$ cat src/design/clwc_pkg.sv
// Package for the circular list with cursor: sizes, command and status codes,
// and the request and response types of the shared index step unit.
// Used by every module of the block; depends on nothing.
package clwc_pkg;

  localparam int DEPTH      = 16;
  localparam int DATA_WIDTH = 32;
  localparam int IDX_W      = $clog2(DEPTH);
  localparam int CNT_W      = $clog2(DEPTH + 1);
  localparam int POS_W      = 4;
  localparam int CMD_W      = 3;
  localparam int STAT_W     = 2;

  localparam int S_TDATA_W  = ((DATA_WIDTH + POS_W + 7) / 8) * 8;
  localparam int M_TDATA_W  = ((DATA_WIDTH + CNT_W + 7) / 8) * 8;
  localparam int M_TUSER_W  = 1 + STAT_W;

  typedef enum logic [CMD_W-1:0] {
    CMD_APPEND = 3'd0,
    CMD_REMOVE = 3'd1,
    CMD_FWD    = 3'd2,
    CMD_BWD    = 3'd3,
    CMD_CLEAR  = 3'd4
  } cmd_e;

  typedef enum logic [STAT_W-1:0] {
    ST_OK     = 2'd0,
    ST_EMPTY  = 2'd1,
    ST_FULL   = 2'd2,
    ST_BADPOS = 2'd3
  } status_e;

  typedef enum logic {
    STEP_FWD = 1'b0,
    STEP_BWD = 1'b1
  } step_op_e;

  typedef struct packed {
    step_op_e         op;
    logic             restart;
    logic [IDX_W-1:0] idx;
    logic [CNT_W-1:0] count;
  } step_req_t;

  typedef struct packed {
    logic [IDX_W-1:0] next_idx;
    logic             wrap;
  } step_rsp_t;

endpackage

$ cat src/design/clwc_store.sv
// Word store of the ring: one write port and one read port with registered
// read data. Depends on clwc_pkg for its depth and word width.
module clwc_store (
  input  logic                           clk_i,
  input  logic                           we_i,
  input  logic [clwc_pkg::IDX_W-1:0]     waddr_i,
  input  logic [clwc_pkg::DATA_WIDTH-1:0] wdata_i,
  input  logic                           re_i,
  input  logic [clwc_pkg::IDX_W-1:0]     raddr_i,
  output logic [clwc_pkg::DATA_WIDTH-1:0] rdata_o
);
  import clwc_pkg::*;

  logic [DATA_WIDTH-1:0] mem_q [DEPTH];
  logic [DATA_WIDTH-1:0] rdata_q;

  always_ff @(posedge clk_i) begin
    if (we_i) begin
      mem_q[waddr_i] <= wdata_i;
    end
    if (re_i) begin
      rdata_q <= mem_q[raddr_i];
    end
  end

  assign rdata_o = rdata_q;

endmodule

$ cat src/design/clwc_step_unit.sv
// Shared index step unit: wrapping increment or decrement of a ring index
// against the word count, used for cursor moves and the removal shift.
// Depends on clwc_pkg for the request and response types.
module clwc_step_unit (
  input  clwc_pkg::step_req_t req_i,
  output clwc_pkg::step_rsp_t rsp_o
);
  import clwc_pkg::*;

  logic [CNT_W-1:0] inc;
  logic [IDX_W-1:0] last;

  assign inc  = CNT_W'(req_i.idx) + CNT_W'(1);
  assign last = IDX_W'(req_i.count - CNT_W'(1));

  always_comb begin
    rsp_o.wrap = (inc >= req_i.count);
    unique case (req_i.op)
      STEP_FWD: begin
        if (req_i.restart || rsp_o.wrap) begin
          rsp_o.next_idx = '0;
        end else begin
          rsp_o.next_idx = inc[IDX_W-1:0];
        end
      end
      STEP_BWD: begin
        if (req_i.restart || (req_i.idx == '0)) begin
          rsp_o.next_idx = last;
        end else begin
          rsp_o.next_idx = req_i.idx - IDX_W'(1);
        end
      end
      default: rsp_o.next_idx = '0;
    endcase
  end

endmodule

$ cat src/design/circular_list_with_cursor.sv
// Top level of the circular list with cursor: command sequencer, word count,
// cursor and output register. Depends on clwc_pkg, clwc_store, clwc_step_unit.
//
// Usage: each word on the slave stream carries a command in tuser and the
// append word and removal position in tdata. Each command yields exactly one
// word on the master stream with the word under the cursor, the count and a
// status. The block works on one command at a time and drops tready while
// it does so.
// Sequence: an accepted command passes S_EXEC and then S_RESULT, which hands the
// result word to the output register once it is free; cursor steps pass S_STEP_RD
// between the two for the registered read of the word store. A removal shifts
// each word after the removal position down by one, with a read in S_SHIFT_RD
// and a write in S_SHIFT_WR over the single store port pair, before S_RESULT.
// Reset: the word count and cursor are cleared; the store contents are left
// as they are and only entries below the count are ever read.
// Stall: a finished result waits in the output register until it is taken;
// one further command may be accepted and worked on meanwhile, and its
// result waits in the sequencer until the output register frees up.
module circular_list_with_cursor (
  input  logic                            clk_i,
  input  logic                            rst_ni,
  // tdata fields from bit 0: data_word[31:0], position[35:32], zero fill.
  input  logic [clwc_pkg::S_TDATA_W-1:0]  s_axis_tdata_i,
  // tuser fields from bit 0: command[2:0].
  input  logic [clwc_pkg::CMD_W-1:0]      s_axis_tuser_i,
  input  logic                            s_axis_tvalid_i,
  output logic                            s_axis_tready_o,
  // tdata fields from bit 0: cursor_word[31:0], entry_count[36:32], zero fill.
  output logic [clwc_pkg::M_TDATA_W-1:0]  m_axis_tdata_o,
  // tuser fields from bit 0: word_valid[0], status[2:1].
  output logic [clwc_pkg::M_TUSER_W-1:0]  m_axis_tuser_o,
  output logic                            m_axis_tvalid_o,
  input  logic                            m_axis_tready_i
);
  import clwc_pkg::*;

  typedef enum logic [2:0] {
    S_IDLE,
    S_EXEC,
    S_SHIFT_RD,
    S_SHIFT_WR,
    S_STEP_RD,
    S_RESULT
  } state_e;

  state_e                state_q, state_d;
  logic [CMD_W-1:0]      cmd_q, cmd_d;
  logic [DATA_WIDTH-1:0] word_q, word_d;
  logic [POS_W-1:0]      pos_q, pos_d;
  logic [CNT_W-1:0]      count_q, count_d;
  logic [IDX_W-1:0]      cur_q, cur_d;
  logic                  started_q, started_d;
  logic [IDX_W-1:0]      idx_q, idx_d;
  logic [DATA_WIDTH-1:0] res_word_q, res_word_d;
  logic                  res_valid_q, res_valid_d;
  status_e               res_status_q, res_status_d;
  logic                  m_valid_q, m_valid_d;
  logic [DATA_WIDTH-1:0] m_word_q, m_word_d;
  logic                  m_wvalid_q, m_wvalid_d;
  logic [CNT_W-1:0]      m_count_q, m_count_d;
  status_e               m_status_q, m_status_d;

  logic                  mem_we;
  logic [IDX_W-1:0]      mem_waddr;
  logic [DATA_WIDTH-1:0] mem_wdata;
  logic                  mem_re;
  logic [IDX_W-1:0]      mem_raddr;
  logic [DATA_WIDTH-1:0] mem_rdata;

  step_req_t step_req;
  step_rsp_t step_rsp;

  logic s_accept;
  logic out_free;

  clwc_store u_store (
    .clk_i   (clk_i),
    .we_i    (mem_we),
    .waddr_i (mem_waddr),
    .wdata_i (mem_wdata),
    .re_i    (mem_re),
    .raddr_i (mem_raddr),
    .rdata_o (mem_rdata)
  );

  clwc_step_unit u_step (
    .req_i (step_req),
    .rsp_o (step_rsp)
  );

  assign s_axis_tready_o = (state_q == S_IDLE);
  assign s_accept        = s_axis_tvalid_i && s_axis_tready_o;
  assign out_free        = !m_valid_q || m_axis_tready_i;

  always_comb begin
    state_d      = state_q;
    cmd_d        = cmd_q;
    word_d       = word_q;
    pos_d        = pos_q;
    count_d      = count_q;
    cur_d        = cur_q;
    started_d    = started_q;
    idx_d        = idx_q;
    res_word_d   = res_word_q;
    res_valid_d  = res_valid_q;
    res_status_d = res_status_q;
    m_valid_d    = m_valid_q && !m_axis_tready_i;
    m_word_d     = m_word_q;
    m_wvalid_d   = m_wvalid_q;
    m_count_d    = m_count_q;
    m_status_d   = m_status_q;

    mem_we    = 1'b0;
    mem_waddr = idx_q;
    mem_wdata = mem_rdata;
    mem_re    = 1'b0;
    mem_raddr = step_rsp.next_idx;

    step_req.op      = STEP_FWD;
    step_req.restart = 1'b0;
    step_req.idx     = idx_q;
    step_req.count   = count_q;
    if (state_q == S_EXEC) begin
      step_req.op      = (cmd_e'(cmd_q) == CMD_BWD) ? STEP_BWD : STEP_FWD;
      step_req.restart = !started_q || (CNT_W'(cur_q) >= count_q);
      step_req.idx     = cur_q;
    end

    unique case (state_q)
      S_IDLE: begin
        if (s_accept) begin
          cmd_d   = s_axis_tuser_i;
          word_d  = s_axis_tdata_i[DATA_WIDTH-1:0];
          pos_d   = s_axis_tdata_i[DATA_WIDTH+POS_W-1:DATA_WIDTH];
          state_d = S_EXEC;
        end
      end
      S_EXEC: begin
        res_word_d   = '0;
        res_valid_d  = 1'b0;
        res_status_d = ST_OK;
        state_d      = S_RESULT;
        unique case (cmd_e'(cmd_q))
          CMD_APPEND: begin
            if (count_q == CNT_W'(DEPTH)) begin
              res_status_d = ST_FULL;
            end else begin
              mem_we    = 1'b1;
              mem_waddr = count_q[IDX_W-1:0];
              mem_wdata = word_q;
              count_d   = count_q + CNT_W'(1);
            end
          end
          CMD_REMOVE: begin
            if (count_q == '0) begin
              res_status_d = ST_EMPTY;
            end else if (CNT_W'(pos_q) >= count_q) begin
              res_status_d = ST_BADPOS;
            end else begin
              idx_d   = IDX_W'(pos_q);
              state_d = S_SHIFT_RD;
            end
          end
          CMD_FWD, CMD_BWD: begin
            if (count_q == '0) begin
              res_status_d = ST_EMPTY;
            end else begin
              cur_d     = step_rsp.next_idx;
              started_d = 1'b1;
              mem_re    = 1'b1;
              state_d   = S_STEP_RD;
            end
          end
          CMD_CLEAR: begin
            cur_d     = '0;
            started_d = 1'b0;
          end
          default: begin
          end
        endcase
      end
      S_SHIFT_RD: begin
        if (step_rsp.wrap) begin
          count_d   = count_q - CNT_W'(1);
          cur_d     = '0;
          started_d = 1'b0;
          state_d   = S_RESULT;
        end else begin
          mem_re  = 1'b1;
          state_d = S_SHIFT_WR;
        end
      end
      S_SHIFT_WR: begin
        mem_we  = 1'b1;
        idx_d   = step_rsp.next_idx;
        state_d = S_SHIFT_RD;
      end
      S_STEP_RD: begin
        res_word_d  = mem_rdata;
        res_valid_d = 1'b1;
        state_d     = S_RESULT;
      end
      S_RESULT: begin
        if (out_free) begin
          m_valid_d  = 1'b1;
          m_word_d   = res_word_q;
          m_wvalid_d = res_valid_q;
          m_count_d  = count_q;
          m_status_d = res_status_q;
          state_d    = S_IDLE;
        end
      end
      default: state_d = S_IDLE;
    endcase
  end

  always_ff @(posedge clk_i or negedge rst_ni) begin
    if (!rst_ni) begin
      state_q   <= S_IDLE;
      count_q   <= '0;
      cur_q     <= '0;
      started_q <= 1'b0;
      m_valid_q <= 1'b0;
    end else begin
      state_q   <= state_d;
      count_q   <= count_d;
      cur_q     <= cur_d;
      started_q <= started_d;
      m_valid_q <= m_valid_d;
    end
  end

  always_ff @(posedge clk_i) begin
    cmd_q        <= cmd_d;
    word_q       <= word_d;
    pos_q        <= pos_d;
    idx_q        <= idx_d;
    res_word_q   <= res_word_d;
    res_valid_q  <= res_valid_d;
    res_status_q <= res_status_d;
    m_word_q     <= m_word_d;
    m_wvalid_q   <= m_wvalid_d;
    m_count_q    <= m_count_d;
    m_status_q   <= m_status_d;
  end

  assign m_axis_tvalid_o = m_valid_q;
  assign m_axis_tdata_o  = M_TDATA_W'({m_count_q, m_word_q});
  assign m_axis_tuser_o  = {m_status_q, m_wvalid_q};

`ifndef ASSERT_OFF
  a_accept_starts_work: assert property (@(posedge clk_i) disable iff (!rst_ni)
    s_accept |=> (state_q == S_EXEC))
    else $error("Accepted command did not start execution.");

  a_cursor_in_range: assert property (@(posedge clk_i) disable iff (!rst_ni)
    started_q |-> (CNT_W'(cur_q) < count_q))
    else $error("Started cursor points beyond the stored words.");

  a_remove_shrinks: assert property (@(posedge clk_i) disable iff (!rst_ni)
    (state_q == S_SHIFT_RD && step_rsp.wrap) |=> (count_q == $past(count_q) - CNT_W'(1)))
    else $error("Completed removal did not reduce the count by one.");

  a_invalid_word_zero: assert property (@(posedge clk_i) disable iff (!rst_ni)
    (m_valid_q && !m_wvalid_q) |-> (m_word_q == '0))
    else $error("Result without a valid word carries a nonzero word.");
`endif

endmodule

$ cat config.mk
export PLATFORM = sky130hd
export DESIGN_NAME = circular_list_with_cursor
export DESIGN_NICKNAME = d
export VERILOG_FILES = /design/src/design/clwc_pkg.sv /design/src/design/clwc_store.sv /design/src/design/clwc_step_unit.sv /design/src/design/circular_list_with_cursor.sv
export SDC_FILE = /design/constraint.sdc
export NUM_CORES = 1
export LEC_CHECK = 0
export ABC_CLOCK_PERIOD_IN_PS = 5200
export BUFFER_PORTS_ARGS = -buffer_cell sky130_fd_sc_hd__clkbuf_2
export CORE_MARGIN = 10
export CORE_UTILIZATION = 31
export CTS_BUF_LIST = sky130_fd_sc_hd__clkbuf_4 sky130_fd_sc_hd__clkbuf_8
export CTS_CLUSTER_SIZE = 20
export DETAILED_ROUTE_END_ITERATION = 16
export GPL_TIMING_DRIVEN = 0
export PLACE_DENSITY = 0.56
export SYNTH_ARGS = -nofsm -noshare
export SYNTH_HDL_FRONTEND = slang
export SYNTH_SLANG_ARGS = --single-unit
$ cat constraint.sdc
create_clock -name clk_i -period 5.2 [get_ports clk_i]
set_input_delay 1.04 -clock clk_i [delete_from_list [all_inputs] [get_ports clk_i]]
set_output_delay 1.04 -clock clk_i [all_outputs]
set_load 0.02 [all_outputs]
==> metrics.txt <==
CP endpoint kind=register; Starting Density=31.14%; EDFF count, synth=662; DR DRC count=0; Finished Cell Area=between 30000 and 40000 um2; Hold Slack=0.2487 ns; Reg clk slew, reported paths=0.06 ns; period utilisation layout=97.07%; highest achievable clock rate=0.1981 GHz; top cell type's share of synthesized area=75.21%; synth top area cells=edfxtp_1, nand2_1, a221o_1, a21oi_1, o2111a_1; Buffers on Ports=84; post-route ant nets=0; RR Endpoint=u_store.rdata_o[21]; Inst Count DP=~2900; r2r worst-path depth=19; Hold Buf Count CTS=0; total gr overflow=0; CP Launch Type=register; Non-Filler Instances=3132; Max VDD drop=about 0.00032 V; area grow syn2layout=17.97%; Detailed Routing Iterations Pass 1=6; final number of hold-violating endpoints=0; Final nets=1965; hold crit path type=in -> async; WL/cell=23.01 um; Placeable Area=84880 um2; clk buf depth=3; TritonCTS Buffers=108; initial DRC count=1398; first-pass GRT wire length=106.5 mm; Yosys Warn Count=0; worst path required time=5.68 ns; initial antenna violation count=4; hpwl dp=48.04 mm; # clock sinks=676; Layout Skew=0.06260 ns; layout cells sized above 1=19.89%; Worst Path Arrival=5.52 ns; Syn Area/Cell=15.73 um2; vias in the first global route=16180; Die Y=312.0 um; WS Path Type=reg -> reg; routed vias/inst=5.095; PwrDens=641.9 nW/um2; Synth area leader=edfxtp_1; fin. max-slew vios=0; die area=97340 um2; Root Driver=clkbuf_8; most frequent cell after synthesis=edfxtp_1; Max Cap Viol=0; final setup vio count=0; Cell Area, Synth=~26000 um2; I/O Pins=92; worst reg2reg setup slack=0.15 ns; RePlAce Congestion=0.8781; max_slew headroom=a little under a third; die width=between 300 and 400 um; final WL=72.07 mm; row cnt=107; H-tree depth=3; Placed Instance Area=between 20000 and 30000 um2; Leak=around 0.011 uW; Async SR Flop Fraction=2.071%; Overall Global Routing Usage=14.48%; via count=~16000; sequential share of the synthesized area=about three quarters; maximum number of pins on one net before global-route repair=31; status=complete, no violations; commonest cells in the netlist=edfxtp_1, nand2_1, a221o_1; CTS tree=built; RSZ-0062 raised after global routing=yes; Final min period=5.048 ns; RR Startpoint=state_q[2]; Yosys cell types=52; worst slew pin tran=1.016 ns; Top FF cell, synth=edfxtp_1; number of synthesized register bits=a little under 700; Mapped Cells=1680; clk_lat worst skew=about 0.74 ns; crit-path max FO=10
==> critical path, stage by stage, from the launching register on <==
cell,delay [ns]
dfrtp_1,0.36
buf_2,0.16
or3b_1,0.39
buf_6,0.17
mux2i_4,0.28
inv_1,0.12
ha_1,0.26
xnor2_1,0.30
ha_1,0.31
a21oi_1,0.12
o21ai_0,0.12
a31oi_2,0.28
o21a_4,0.21
a211oi_1,0.09
buf_4,0.24
buf_4,0.23
clkbuf_2,0.30
a221oi_1,0.40
a211oi_2,0.17
a221o_1,0.30
==> metrics by stage <==
step | TNS (ns) | worst slack [ns] | total power [uW] | util (%)
after global placement | -761.05 | -1.704 | 15270 | 33.33
final | 0 | 0.1525 | 20010 | 36.73
after CTS | 0 | 0.02028 | 20020 | 36.57
after detailed placement | -43.66 | -1.097 | 15440 | 33.99
after global routing | -0.3490 | -0.02521 | 21060 | 36.73
after floorplan | 0 | 0.4705 | 12390 | -
==> layer usage <==
metal	GRT usage (%)	vias up	routed length [um]
li1	-	7060	-
met1	19.26	8061	30590
met2	23.55	688	34070
met3	2.673	143	5484
met4	5.080	4	1899
met5	0	-	21
==> layout make-up <==
cell class	instances	area, um2
Multi-Input combinational cell	882	5931
Inverter	14	52.55
Clock buffer	146	1790
Timing Repair Buffer	110	880.8
Fill cell	8043	53700
Antenna cell	2	5.005
Buffer	109	575.6
Sequential cell	676	20230
Clock inverter	49	284.0
Tap cell	1144	1431
==> registers in the layout (all words and copies together), names as in the netlist <==
register	cells
cmd_q	3
count_q	5
cur_q	4
idx_q	4
m_axis_tvalid_o	1
m_count_q	5
m_status_q	2
m_word_q	32
m_wvalid_q	1
pos_q	4
res_status_q	2
res_valid_q	1
res_word_q	32
started_q	1
state_q	3
u_store.mem_q	512
u_store.rdata_o	32
word_q	32
==> where the power goes <==
group	switching (uW)	internal [uW]
clock	2060	2330
combinational	5490	2870
sequential	223	7050
total	7770	12200
==> logic make-up (layout without fill, tap and decap cells) <==
kind of cell,after synthesis,after routing,share of synthesized area [%]
AOI/OAI and AO/OA,324,324,9.965
xor gates and xnor gates,9,9,0.2983
muxes,68,68,2.731
adders and majority gates,17,17,0.8048
and+or+nand+nor,461,461,7.622
DFF,676,676,76.54
other,1,5,0.01419
buffers and inverters,124,428,2.026
==> cell usage in the layout, fill, tap and decap left out, drive strengths merged, types with 4 or more instances in the layout <==
cell / instances
a2111oi: 4
nor3: 16
nor3b: 4
xnor2: 9
edfxtp: 662
and2: 41
a211oi: 34
and3: 5
nand3: 70
buf: 66
nand2: 278
a21o: 6
o2111a: 32
nand2b: 4
nor2: 34
inv: 17
ha: 17
a21oi: 79
mux2: 33
a22o: 6
dfrtp: 14
clkinv: 43
mux2i: 35
clkbuf: 298
a31oi: 5
a221o: 96
a221oi: 32
o21ai: 14
==> how the worst max path moves through the flow <==
stage	start	endpoint	slack (ns)
2_1_floorplan	state_q[2]	u_store.rdata_o[10]	0.47
3_3_place_gp	count_q[0]	u_store.mem_q[8][10]	-1.70
3_5_place_dp	state_q[2]	u_store.rdata_o[3]	-1.10
4_1_cts	state_q[2]	u_store.rdata_o[16]	0.02
5_1_grt	state_q[0]	u_store.rdata_o[8]	-0.03
6_report	state_q[2]	u_store.rdata_o[21]	0.15
==> timing repair <==
item | in CTS | in global routing
buffers inserted | 2 | 2
endpoints found under the setup margin | 203 | 107
pin swaps | 2 | 1
gates resized for setup | 59 | 46
Power figures use the tool's default switching activity.
